[src/rtl/core/i2cmts_pkg.sv]
// Shared codes and the result record of the I2C master transfer sequencer.
`default_nettype none

package i2cmts_pkg;

    // Request kinds.
    localparam logic [1:0] FUNC_LOAD     = 2'd0;
    localparam logic [1:0] FUNC_START_WR = 2'd1;
    localparam logic [1:0] FUNC_START_RD = 2'd2;
    localparam logic [1:0] FUNC_STATUS   = 2'd3;

    // Bus status events.
    localparam logic [3:0] ST_START     = 4'd0;
    localparam logic [3:0] ST_RSTART    = 4'd1;
    localparam logic [3:0] ST_AW_ACK    = 4'd2;
    localparam logic [3:0] ST_AW_NACK   = 4'd3;
    localparam logic [3:0] ST_DTX_ACK   = 4'd4;
    localparam logic [3:0] ST_DTX_NACK  = 4'd5;
    localparam logic [3:0] ST_ARB_LOST  = 4'd6;
    localparam logic [3:0] ST_AR_ACK    = 4'd7;
    localparam logic [3:0] ST_AR_NACK   = 4'd8;
    localparam logic [3:0] ST_DRX_ACK   = 4'd9;
    localparam logic [3:0] ST_DRX_NACK  = 4'd10;
    localparam logic [3:0] ST_NOINFO    = 4'd11;
    localparam logic [3:0] ST_BUS_ERROR = 4'd12;

    // Bus actions.
    localparam logic [2:0] ACT_NONE    = 3'd0;
    localparam logic [2:0] ACT_START   = 3'd1;
    localparam logic [2:0] ACT_SEND    = 3'd2;
    localparam logic [2:0] ACT_RX_ACK  = 3'd3;
    localparam logic [2:0] ACT_RX_NACK = 3'd4;
    localparam logic [2:0] ACT_STOP    = 3'd5;

    // Result codes.
    localparam logic [2:0] RES_OK        = 3'd0;
    localparam logic [2:0] RES_TOO_LONG  = 3'd1;
    localparam logic [2:0] RES_ADDR_NACK = 3'd2;
    localparam logic [2:0] RES_DATA_NACK = 3'd3;
    localparam logic [2:0] RES_OTHER     = 3'd4;
    localparam logic [2:0] RES_BUSY      = 3'd5;

    // Transaction modes.
    localparam logic [1:0] MODE_READY = 2'd0;
    localparam logic [1:0] MODE_WRITE = 2'd1;
    localparam logic [1:0] MODE_READ  = 2'd2;

    // Direction bit appended to the device address.
    localparam logic DIR_READ  = 1'b1;
    localparam logic DIR_WRITE = 1'b0;

    typedef struct packed {
        logic [2:0] bus_action;
        logic [7:0] out_byte;
        logic       rx_valid;
        logic [7:0] rx_data;
        logic       done_res;
        logic [2:0] result_code;
        logic [5:0] rx_count;
        logic       busy_res;
        logic       from_store;
    } t_result;

endpackage

`default_nettype wire

[src/rtl/core/i2c_master_transfer_sequencer_core.sv]
// I2C master transfer sequencer: top level with the result register.
// A result is registered when its request is accepted and is presented in the cycle after.
// One request per cycle is taken while the output is not stalled; the buffer's single
// access per request, with registered read data, allows this.
// Reset (synchronous, active low) clears the mode, index, limit, error and
// address registers and the result valid flag; the byte buffer is not cleared.
`default_nettype none

module i2c_master_transfer_sequencer_core import i2cmts_pkg::*; #(
    parameter int BUFFER_DEPTH = 32
) (
    input  wire logic       i_clk,
    input  wire logic       i_rst_n,
    input  wire logic       i_valid,
    output logic            o_stall,
    input  wire logic [1:0] i_func,
    input  wire logic [6:0] i_dev_address,
    input  wire logic [5:0] i_xfer_length,
    input  wire logic [4:0] i_load_index,
    input  wire logic [7:0] i_tx_byte,
    input  wire logic [3:0] i_bus_status,
    input  wire logic [7:0] i_rx_byte,
    output logic            o_valid,
    input  wire logic       i_stall,
    output logic [2:0]      o_bus_action,
    output logic [7:0]      o_out_byte,
    output logic            o_rx_valid,
    output logic [7:0]      o_rx_data,
    output logic            o_done_res,
    output logic [2:0]      o_result_code,
    output logic [5:0]      o_rx_count,
    output logic            o_busy_res
);

    localparam int IW = $clog2(BUFFER_DEPTH + 1);
    localparam int AW = (BUFFER_DEPTH > 1) ? $clog2(BUFFER_DEPTH) : 1;

    logic          fire;
    t_result       res;
    t_result       r_res;
    logic          r_vld, n_vld;
    logic          mem_we, mem_re;
    logic [AW-1:0] mem_addr;
    logic [7:0]    mem_wdata, mem_rdata;

    // The store is read only on an accepted request, so its data holds while stalled.
    assign o_stall = r_vld && i_stall;
    assign fire    = i_valid && !o_stall;

    i2cmts_seq #(
        .BUFFER_DEPTH (BUFFER_DEPTH),
        .IW           (IW),
        .AW           (AW)
    ) u_seq (
        .i_clk         (i_clk),
        .i_rst_n       (i_rst_n),
        .i_fire        (fire),
        .i_func        (i_func),
        .i_dev_address (i_dev_address),
        .i_xfer_length (i_xfer_length),
        .i_load_index  (i_load_index),
        .i_tx_byte     (i_tx_byte),
        .i_bus_status  (i_bus_status),
        .i_rx_byte     (i_rx_byte),
        .o_res         (res),
        .o_mem_we      (mem_we),
        .o_mem_re      (mem_re),
        .o_mem_addr    (mem_addr),
        .o_mem_wdata   (mem_wdata)
    );

    i2cmts_store #(
        .BUFFER_DEPTH (BUFFER_DEPTH),
        .AW           (AW)
    ) u_store (
        .i_clk   (i_clk),
        .i_we    (mem_we && fire),
        .i_re    (mem_re && fire),
        .i_addr  (mem_addr),
        .i_wdata (mem_wdata),
        .o_rdata (mem_rdata)
    );

    always_comb begin
        n_vld = r_vld;
        if (fire) begin
            n_vld = 1'b1;
        end else if (!i_stall) begin
            n_vld = 1'b0;
        end
    end

    always_ff @(posedge i_clk) begin
        if (!i_rst_n) begin
            r_vld <= 1'b0;
        end else begin
            r_vld <= n_vld;
        end
    end

    always_ff @(posedge i_clk) begin
        if (fire) begin
            r_res <= res;
        end
    end

    assign o_valid       = r_vld;
    assign o_bus_action  = r_res.bus_action;
    assign o_out_byte    = r_res.from_store ? mem_rdata : r_res.out_byte;
    assign o_rx_valid    = r_res.rx_valid;
    assign o_rx_data     = r_res.rx_data;
    assign o_done_res    = r_res.done_res;
    assign o_result_code = r_res.result_code;
    assign o_rx_count    = r_res.rx_count;
    assign o_busy_res    = r_res.busy_res;

endmodule

`default_nettype wire

[src/rtl/core/i2cmts_store.sv]
// Byte buffer: a write enable and a read enable sharing one address, with registered read data.
`default_nettype none

module i2cmts_store #(
    parameter int BUFFER_DEPTH = 32,
    parameter int AW           = 5
) (
    input  wire logic          i_clk,
    input  wire logic          i_we,
    input  wire logic          i_re,
    input  wire logic [AW-1:0] i_addr,
    input  wire logic [7:0]    i_wdata,
    output logic      [7:0]    o_rdata
);

    logic [7:0] r_mem [BUFFER_DEPTH];
    logic [7:0] r_rdata;

    always_ff @(posedge i_clk) begin
        if (i_we) begin
            r_mem[i_addr] <= i_wdata;
        end
        if (i_re) begin
            r_rdata <= r_mem[i_addr];
        end
    end

    assign o_rdata = r_rdata;

endmodule

`default_nettype wire

[src/rtl/core/i2cmts_seq.sv]
// Transaction state and next-action logic; issues at most one buffer access per request.
`default_nettype none

module i2cmts_seq import i2cmts_pkg::*; #(
    parameter int BUFFER_DEPTH = 32,
    parameter int IW           = 6,
    parameter int AW           = 5
) (
    input  wire logic          i_clk,
    input  wire logic          i_rst_n,
    input  wire logic          i_fire,
    input  wire logic [1:0]    i_func,
    input  wire logic [6:0]    i_dev_address,
    input  wire logic [5:0]    i_xfer_length,
    input  wire logic [4:0]    i_load_index,
    input  wire logic [7:0]    i_tx_byte,
    input  wire logic [3:0]    i_bus_status,
    input  wire logic [7:0]    i_rx_byte,
    output t_result            o_res,
    output logic               o_mem_we,
    output logic               o_mem_re,
    output logic      [AW-1:0] o_mem_addr,
    output logic      [7:0]    o_mem_wdata
);

    // Common compare width for lengths, indexes and the depth.
    localparam int CW = (IW > 6) ? IW : 6;
    localparam logic [CW-1:0] DEPTH_W = CW'(BUFFER_DEPTH);

    logic [1:0]    r_mode,  n_mode;
    logic [IW-1:0] r_idx,   n_idx;
    logic [IW-1:0] r_limit, n_limit;
    logic [2:0]    r_err,   n_err;
    logic [7:0]    r_adrw,  n_adrw;

    logic [CW-1:0] len_w, lidx_w, idx_w, n_idx_w, limit_w;
    logic          rd, do_stop;
    t_result       res;

    assign len_w   = CW'(i_xfer_length);
    assign lidx_w  = CW'(i_load_index);
    assign idx_w   = CW'(r_idx);
    assign n_idx_w = CW'(n_idx);
    assign limit_w = CW'(r_limit);
    assign rd      = (i_func == FUNC_START_RD);

    always_comb begin
        n_mode      = r_mode;
        n_idx       = r_idx;
        n_limit     = r_limit;
        n_err       = r_err;
        n_adrw      = r_adrw;
        res         = '0;
        do_stop     = 1'b0;
        o_mem_we    = 1'b0;
        o_mem_re    = 1'b0;
        o_mem_addr  = idx_w[AW-1:0];
        o_mem_wdata = i_rx_byte;

        if (i_func == FUNC_LOAD) begin
            o_mem_addr  = lidx_w[AW-1:0];
            o_mem_wdata = i_tx_byte;
            o_mem_we    = (r_mode == MODE_READY) && (lidx_w < DEPTH_W);
        end else if (i_func inside {FUNC_START_WR, FUNC_START_RD}) begin
            if (len_w > DEPTH_W) begin
                res.done_res    = 1'b1;
                res.result_code = RES_TOO_LONG;
            end else if (r_mode != MODE_READY) begin
                res.done_res    = 1'b1;
                res.result_code = RES_BUSY;
            end else if (rd && (len_w == '0)) begin
                res.done_res    = 1'b1;
                res.result_code = RES_OTHER;
            end else begin
                n_mode = rd ? MODE_READ : MODE_WRITE;
                n_err  = RES_OK;
                n_idx  = '0;
                // The last read byte is taken with a NACK, so a read stops one short.
                if (rd) begin
                    n_limit = IW'(len_w - CW'(1));
                end else begin
                    n_limit = IW'(len_w);
                end
                n_adrw         = {i_dev_address, rd ? DIR_READ : DIR_WRITE};
                res.bus_action = ACT_START;
            end
        end else if (r_mode != MODE_READY) begin
            case (i_bus_status)
                ST_START, ST_RSTART: begin
                    res.bus_action = ACT_SEND;
                    res.out_byte   = r_adrw;
                end
                ST_AW_ACK, ST_DTX_ACK: begin
                    if (idx_w < limit_w) begin
                        res.bus_action = ACT_SEND;
                        res.from_store = 1'b1;
                        o_mem_re       = 1'b1;
                        n_idx          = r_idx + IW'(1);
                    end else begin
                        do_stop = 1'b1;
                    end
                end
                ST_AW_NACK, ST_AR_NACK: begin
                    n_err   = RES_ADDR_NACK;
                    do_stop = 1'b1;
                end
                ST_DTX_NACK: begin
                    n_err   = RES_DATA_NACK;
                    do_stop = 1'b1;
                end
                ST_ARB_LOST, ST_BUS_ERROR: begin
                    n_err   = RES_OTHER;
                    do_stop = 1'b1;
                end
                ST_DRX_ACK, ST_DRX_NACK: begin
                    // Bytes beyond the buffer are passed out but not kept.
                    if (idx_w < DEPTH_W) begin
                        o_mem_we = 1'b1;
                        n_idx    = r_idx + IW'(1);
                    end
                    res.rx_valid = 1'b1;
                    res.rx_data  = i_rx_byte;
                    if (i_bus_status == ST_DRX_NACK) begin
                        do_stop = 1'b1;
                    end else begin
                        res.bus_action = (n_idx_w < limit_w) ? ACT_RX_ACK : ACT_RX_NACK;
                    end
                end
                ST_AR_ACK: begin
                    res.bus_action = (idx_w < limit_w) ? ACT_RX_ACK : ACT_RX_NACK;
                end
                default: begin
                end
            endcase
            if (do_stop) begin
                res.bus_action  = ACT_STOP;
                n_mode          = MODE_READY;
                res.done_res    = 1'b1;
                res.result_code = n_err;
            end
        end

        res.rx_count = n_adrw[0] ? n_idx_w[5:0] : 6'd0;
        res.busy_res = (n_mode != MODE_READY);
    end

    assign o_res = res;

    always_ff @(posedge i_clk) begin
        if (!i_rst_n) begin
            r_mode  <= MODE_READY;
            r_idx   <= '0;
            r_limit <= '0;
            r_err   <= RES_OK;
            r_adrw  <= '0;
        end else if (i_fire) begin
            r_mode  <= n_mode;
            r_idx   <= n_idx;
            r_limit <= n_limit;
            r_err   <= n_err;
            r_adrw  <= n_adrw;
        end
    end

endmodule

`default_nettype wire
[config.mk]
export PLATFORM = sky130hd
export DESIGN_NAME = i2c_master_transfer_sequencer_core
export DESIGN_NICKNAME = d
export VERILOG_FILES = /design/src/rtl/core/i2cmts_pkg.sv /design/src/rtl/core/i2c_master_transfer_sequencer_core.sv /design/src/rtl/core/i2cmts_store.sv /design/src/rtl/core/i2cmts_seq.sv
export SDC_FILE = /design/constraint.sdc
export NUM_CORES = 1
export LEC_CHECK = 0
export CAP_MARGIN = 20
export CORE_ASPECT_RATIO = 1.4
export CORE_MARGIN = 1.5
export CORE_UTILIZATION = 55
export DETAILED_ROUTE_END_ITERATION = 10
export DONT_BUFFER_PORTS = 1
export HOLD_SLACK_MARGIN = 0.08
export PLACE_DENSITY = 0.7
export SYNTH_ARGS = -nofsm -noshare
export SYNTH_HDL_FRONTEND = slang
export SYNTH_SLANG_ARGS = --single-unit
[constraint.sdc]
create_clock -name i_clk -period 8.5 [get_ports i_clk]
set_clock_uncertainty 0.1 [all_clocks]
set_input_delay 1.7 -clock i_clk [delete_from_list [all_inputs] [get_ports i_clk]]
set_output_delay 1.7 -clock i_clk [all_outputs]
set_load 0.01 [all_outputs]
* Yosys cells after proc, flatten, opt, wreduce, memory -nomap -nowiden
Memory sizes are Yosys's and may differ from the RTL's. A register that Yosys moved wholly into a read port is not among the register bits.
Cells that the tools add are included.
** Word-level totals
- Register bits after elaboration :: 58
- Memory bits (writable) :: 256
- Output and inout port bits :: 33
- Memories kept :: 1
- Input port bits :: 44
- Logic and storage cells :: 144
** Memories
- u_store.r_mem :: words 32, bits a word 8, read ports 1, clocked after memory_dff 1, write ports 1, line i2cmts_store.sv:16 : logic [7:0] r_mem [BUFFER_DEPTH];
** Cells by class
- $lt $le $gt $ge :: 5
- Reduce and logical (&&, ||, !) cells :: 26
- Multiplexer cells :: 71
- Equal/unequal tests :: 17
- Bitwise logic cells :: 6
- $add $sub $neg :: 2
** Operators with widths (number)
- 2-to-1 mux 6 bit :: 9
- 2-to-1 mux 3 bit :: 12
- 2-to-1 mux 1 bit :: 26
- 2-to-1 mux 24 bit :: 1
- 2-to-1 mux 8 bit :: 3
- 2-to-1 mux 4 bit :: 5
- 2-to-1 mux 2 bit :: 9
- equality test 4 x 3 -> 1 bit, second input constant :: 4
- equality test 4 bit, second input constant :: 4
- < comparator 6 bit :: 2
- one-hot mux 3 bit (4 select lines) :: 1
- one-hot mux 6 bit (2 select lines) :: 1
- AND reduction 6 bit :: 2
- OR reduction 2 bit :: 5
- 2-to-1 mux 9 bit :: 1
- one-hot mux 3 bit (3 select lines) :: 1
- equality test 4 x 2 -> 1 bit, second input constant :: 2
- nonzero test 2 bit :: 4
- OR reduction 4 bit :: 2
- adder 6 x 1 -> 6 bit, second input constant :: 1
- greater-than comparator 6 bit, second input constant :: 1
- logical AND 1 bit :: 6
- zero test 6 bit :: 1
- < comparator 5 x 6 -> 1 bit, second input constant :: 1
- 16 further kinds :: 23

* Depth between registers and ports, before layout
- Depth in word-level cells :: 14
- Mapped depth :: 17
- Gate-level depth less buffers :: 17

* By module
From an unflattened synthesis, not the netlist that was laid out.
** Second synthesis, totals
- Cells, all modules :: 978
- Area, all modules :: 14048.5 um^2
** By module, submodules not included
- i2cmts_store :: seq. area each 7927.6 um^2, area each 10281.1 um^2, cells each 576, times used 1
- i2cmts_seq :: seq. area each 500.5 um^2, area each 2471.1 um^2, cells each 334, times used 1
- i2c_master_transfer_sequencer_core :: seq. area each 980.9 um^2, area each 1296.2 um^2, cells each 68, times used 1

* Least setup slack after synthesis
OpenSTA, ideal clock, no wires.
- Kind :: input -> register
- From :: input port i_func[0]
- To :: register r_res, in the netlist o_bus_action[0] (data pin)
- Required time :: 8127 ps
- Arrival :: 4156 ps
- Slack :: 3971 ps
- Library setup time :: 273 ps
- Stages on the path :: 14
- Buffers on the path :: 2
- Cell sequence :: inv_1 > ha_1 > buf_2 > or2_2 > clkbuf_1 > o41a_1 > a221oi_2 > inv_1 > ha_1 > nand2_1 > nor2_1 > o21ai_0 > o2111ai_1 > o221ai_1
** On the way
- Word-level cells in the longest chain between the ends :: 14
- Elaborated cells on any way between the ends :: 20
- Those cells by class :: order compare: 1; eq/ne: 2; mux: 14; reduce/logical: 3
** RTL lines
- start: declaration :: line i2c_master_transfer_sequencer_core.sv:16 : input wire logic [1:0] i_func,
- equality test 2 bit :: line i2cmts_seq.sv:45, i2cmts_seq.sv:64
- logical AND 1 bit :: line i2cmts_seq.sv:71 : end else if (rd && (len_w == '0)) begin
- 2-to-1 mux 6 bit :: line i2cmts_seq.sv:71
- 2-to-1 mux 6 bit :: line i2cmts_seq.sv:68 : end else if (r_mode != MODE_READY) begin
- 2-to-1 mux 6 bit :: line i2cmts_seq.sv:65 : if (len_w > DEPTH_W) begin
- 2-to-1 mux 6 bit :: line i2cmts_seq.sv:64 : end else if (i_func inside {FUNC_START_WR, FUNC_START_RD}) begin
- 2-to-1 mux 6 bit (*) :: line i2cmts_seq.sv:60 : if (i_func == FUNC_LOAD) begin
- named net u_seq.n_idx[4] :: line i2cmts_seq.sv:31 : logic [IW-1:0] r_idx, n_idx;
- < comparator 6 bit (*) :: line i2cmts_seq.sv:126 : res.bus_action = (n_idx_w < limit_w) ? ACT_RX_ACK : ACT_RX_NACK;
- 2-to-1 mux 3 bit (*) :: line i2cmts_seq.sv:126
- 2-to-1 mux 3 bit (*) :: line i2cmts_seq.sv:123 : if (i_bus_status == ST_DRX_NACK) begin
- one-hot mux 3 bit (4 select lines) (*) :: line i2cmts_seq.sv:88 : case (i_bus_status)
- 2-to-1 mux 3 bit (*) :: line i2cmts_seq.sv:135 : if (do_stop) begin
- 2-to-1 mux 24 bit (*) :: line i2cmts_seq.sv:87 : end else if (r_mode != MODE_READY) begin
- 2-to-1 mux 3 bit (*) :: line i2cmts_seq.sv:64
- end signal: assignment :: line i2c_master_transfer_sequencer_core.sv:103 : r_res <= res;
- end: declaration :: line i2c_master_transfer_sequencer_core.sv:40 : t_result r_res;
The timed path passes the listed nets; every way through them passes the cells marked *.
A chain may end at the register's enable or synchronous reset.

* Worst setup path after layout
- From :: input port i_func[0]
- To :: register u_store.r_rdata[3] (netlist: u_store.o_rdata[3]), read port of u_store.r_mem (data pin)
** On the way
- Word-level cells in the longest chain between the ends :: 5
- Elaborated cells on any way between the ends :: 8
- Those cells by class :: eq/ne: 2; mux: 3; reduce/logical: 3
** RTL lines
- equality test 2 x 1 -> 1 bit / equality test 2 bit (equally long branches) :: line i2cmts_seq.sv:64
- nonzero test 2 bit :: line i2cmts_seq.sv:64
- 2-to-1 mux 1 bit (2 in a row)
- logical AND 1 bit :: line i2c_master_transfer_sequencer_core.sv:78 : .i_re (mem_re && fire),
- end: declaration :: line i2cmts_store.sv:17 : logic [7:0] r_rdata;
Parallel ways exist; a longest one is shown, timed or not.

==> results.toml <==
[logic_synthesis]
yosysSeqAreaShare_pct = 66.9
synth.top_cells.by_area = "edfxtp_1 63%, mux4_2 10%, dfxtp_1 3.7%, nor2_1 2.4%, mux2_2 1.5%"
syn-num-nets = 944
synth_top_area_cell = "edfxtp_1"
synth_top_cells_by_count = "296 x edfxtp_1, 89 x nor2_1, 64 x mux4_2, 50 x nand2_1, 40 x a21oi_1"
ys_seq_elements = 322
netlist.area_leader.share_pct = 63.2
ys.flop_type = "edfxtp_1"
synthArstFlopShare_pct = 0
synth_most_common_cell = "edfxtp_1"
synth.distinct_cells = 73
syn_inst = 883
synth-edff-count = 296
syn-cell-area_um2 = 14100
ys_warn_count = 0
avgSynthCellArea_um2 = 15.9

[place]
place_congestion = 0.937
dp.cells = 1148
place_hpwl_um = 23200
portBuffers = 0
place_ws_ns = 2.96

[final_layout]
layout.nets = 921
register_area_um2 = 9410
multiInputGateArea_um2 = 4240
n_fill_cell = 1802
stdcell_count = 1202
drive_above_1_share_pct = 19.6
syn_to_final_growth_pct = 8.22
diodes = 0

[detailed_routing]
drtIter0Drc = 825
drt_wl_total_um = 33900
dr.pass1.iters = 5
post_drt_via_cell_ratio = 6.53
ant_nets = 0
wl_per_cell_um = 28.2
route.detailed.drc = 0
vias = 7853

[critical_path]
cp_common_cell = "buf_4"
r2r_setup_slack_ns = 3.86
cp_top_family = "multiplexers"
cp.buffers_inverters = 3
start_kind = "input pin"
crit_required_ns = 8.70
cpMaxStageDelayCell = "mux2_4"
end_kind = "register"
worst-setup-path-type = "input pin to register"
cp_cell_sequence = "inv_1 -> ha_1 -> buf_4 -> mux2_4 -> buf_4 -> mux4_2 -> a22o_1 -> a221oi_2 -> o211ai_1"
critPathArrivalTime_ns = 5.10
worst_path_largest_cell_delay_ns = 0.81
path_max_fanout = 45

[cts]
cts_sinks = 322
cts_tree = "built"
hold_buffers = 0
clk_pin_slew_ns = 0.07
ctsRootBufferMaster = "clkbuf_16"
cts_buffers = 29
post_cts_buffers = 0
ctsResizeCount = 0
htreeDepth = 1
clkLatencyLatePin_ns = 0.55
clockBufferDepth = 3

[sta]
finalSetupTns_ns = 0
relSlewSlack_pct = 29.4
whs_ns = 0.354
rsz0062_at_grt = "false"
period_needed_ns = 4.91
finalHoldViolations = 0
tightest_slew_ns = 1.06
slew_viol_final = 0
fin_crit_sh_pct = 57.7
worst_slack_ns = 3.59
fmax_mhz = 204
setup_viol = 0

[die]
dieHeight_um = 192
die_w_um = 138
ios = 77
rows = 69
fp.dieArea_um2 = 26600
fp.coreArea_um2 = 25300
start_util_pct = 55.6

[global_route]
grt_usage_pct = 25.7
antenna_found_initial = 1
grt_max_degree = 47
grt_pass1_wl_um = 50400
overflow = 0
grt_pass1_vias = 8059

[run_status]
outcome = "finished, final reports clean"

[min_path]
hold_class = "register to register"

[job]
cap_violations = 0

[power]
max-vdd-ir-drop_mv = 0.203
p_per_area_nw_per_um2 = 229
leakage_nw = 4.83
logic make-up after synthesis:
group | after synthesis | share of synthesized area [%]
flip-flops | 322 | 66.9
AND/OR/NAND/NOR | 221 | 7.97
AO/OA/AOI/OAI | 143 | 7.67
multiplexers | 93 | 12.5
buffers and inverters | 80 | 3.09
adder cells (fa/ha/maj) | 17 | 1.51
XOR/XNOR | 7 | 0.436
through the flow:
step	total power [W]	utilization, %	cell area, um2
after global routing	0.00359	60.2	15200
final	0.00349	60.2	15200
after global placement	0.00206	56.0	14200
after floorplan	0.00199	-	14100
after CTS	0.00351	60.2	15200
after detailed placement	0.00206	56.0	14200
worst register-to-register path: stages (launching register included):
cell       delay, ns
dfxtp_1         0.61
ha_1            0.34
a21oi_1         0.12
o21ai_0         0.33
a21o_4          0.38
a211oi_4        0.45
a41oi_1         0.20
a221oi_2        0.37
inv_1           0.09
ha_1            0.28
nand2_1         0.06
nor2_1          0.48
o21ai_0         0.18
o2111ai_1       0.22
o221ai_1        0.15
power by group:
group	total (W)	leakage [nW]	switching (W)	internal, W
Combinational	0.000259	1.40	0.000172	0.0000866
Sequential	0.00177	2.91	0.0000120	0.00176
Clock	0.00147	0.521	0.000591	0.000876
Total	0.00349	4.83	0.000775	0.00272
flip-flops by register name (all words and copies together), names as in the netlist, 2 cells and up:
name and flops:
o_rx_count 6, u_seq.r_adrw 8, u_seq.r_err 3, o_result_code 3
u_seq.r_mode 2, o_rx_data 8, u_seq.idx_w 6, u_store.o_rdata 8
r_res 9, o_bus_action 3, u_seq.limit_w 6, u_store.r_mem 256
routing by layer:
layer	vias up	share of wire (%)	global-route usage (%)
li1	3392	-	-
met1	3985	34	29.0
met2	386	54	47.4
met3	88	6.5	4.14
met4	2	5.3	13.0
met5	-	0.038	0
cell type report:
type / instances / area share (%)
Clock buffer: 32 / 4.84
Clock inverter: 22 / 2.19
Inverter: 22 / 0.542
Multi-Input combinational cell: 481 / 27.8
Sequential cell: 322 / 61.8
Tap cell: 319 / 2.62
Timing Repair Buffer: 4 / 0.197
final timing paths:
kind	cells after the start	from	end
max	9	i_func[0]	u_store.o_rdata[3]
min	2	u_seq.r_adrw[3]	u_seq.r_adrw[3]
max reg2reg	14	u_seq.idx_w[3]	o_bus_action[0]
min reg2reg	2	u_seq.r_adrw[3]	u_seq.r_adrw[3]
cells in the final DEF, fill, tap and decap left out, types with 6 or more instances in the layout:
| cell | n |
|---|---|
| a211oi_2 | 7 |
| a21oi_1 | 40 |
| a22oi_1 | 20 |
| and2_1 | 18 |
| bufinv_16 | 8 |
| clkbuf_16 | 29 |
| dfxtp_1 | 26 |
| edfxtp_1 | 296 |
| ha_1 | 17 |
| inv_1 | 21 |
| mux2_2 | 18 |
| mux2i_1 | 10 |
| mux4_2 | 64 |
| nand2_1 | 50 |
| nand2b_1 | 6 |
| nor2_1 | 89 |
| nor3_1 | 12 |
| o21ai_0 | 17 |
| or2_2 | 6 |
No activity file was read; power rests on OpenSTA's default activity.
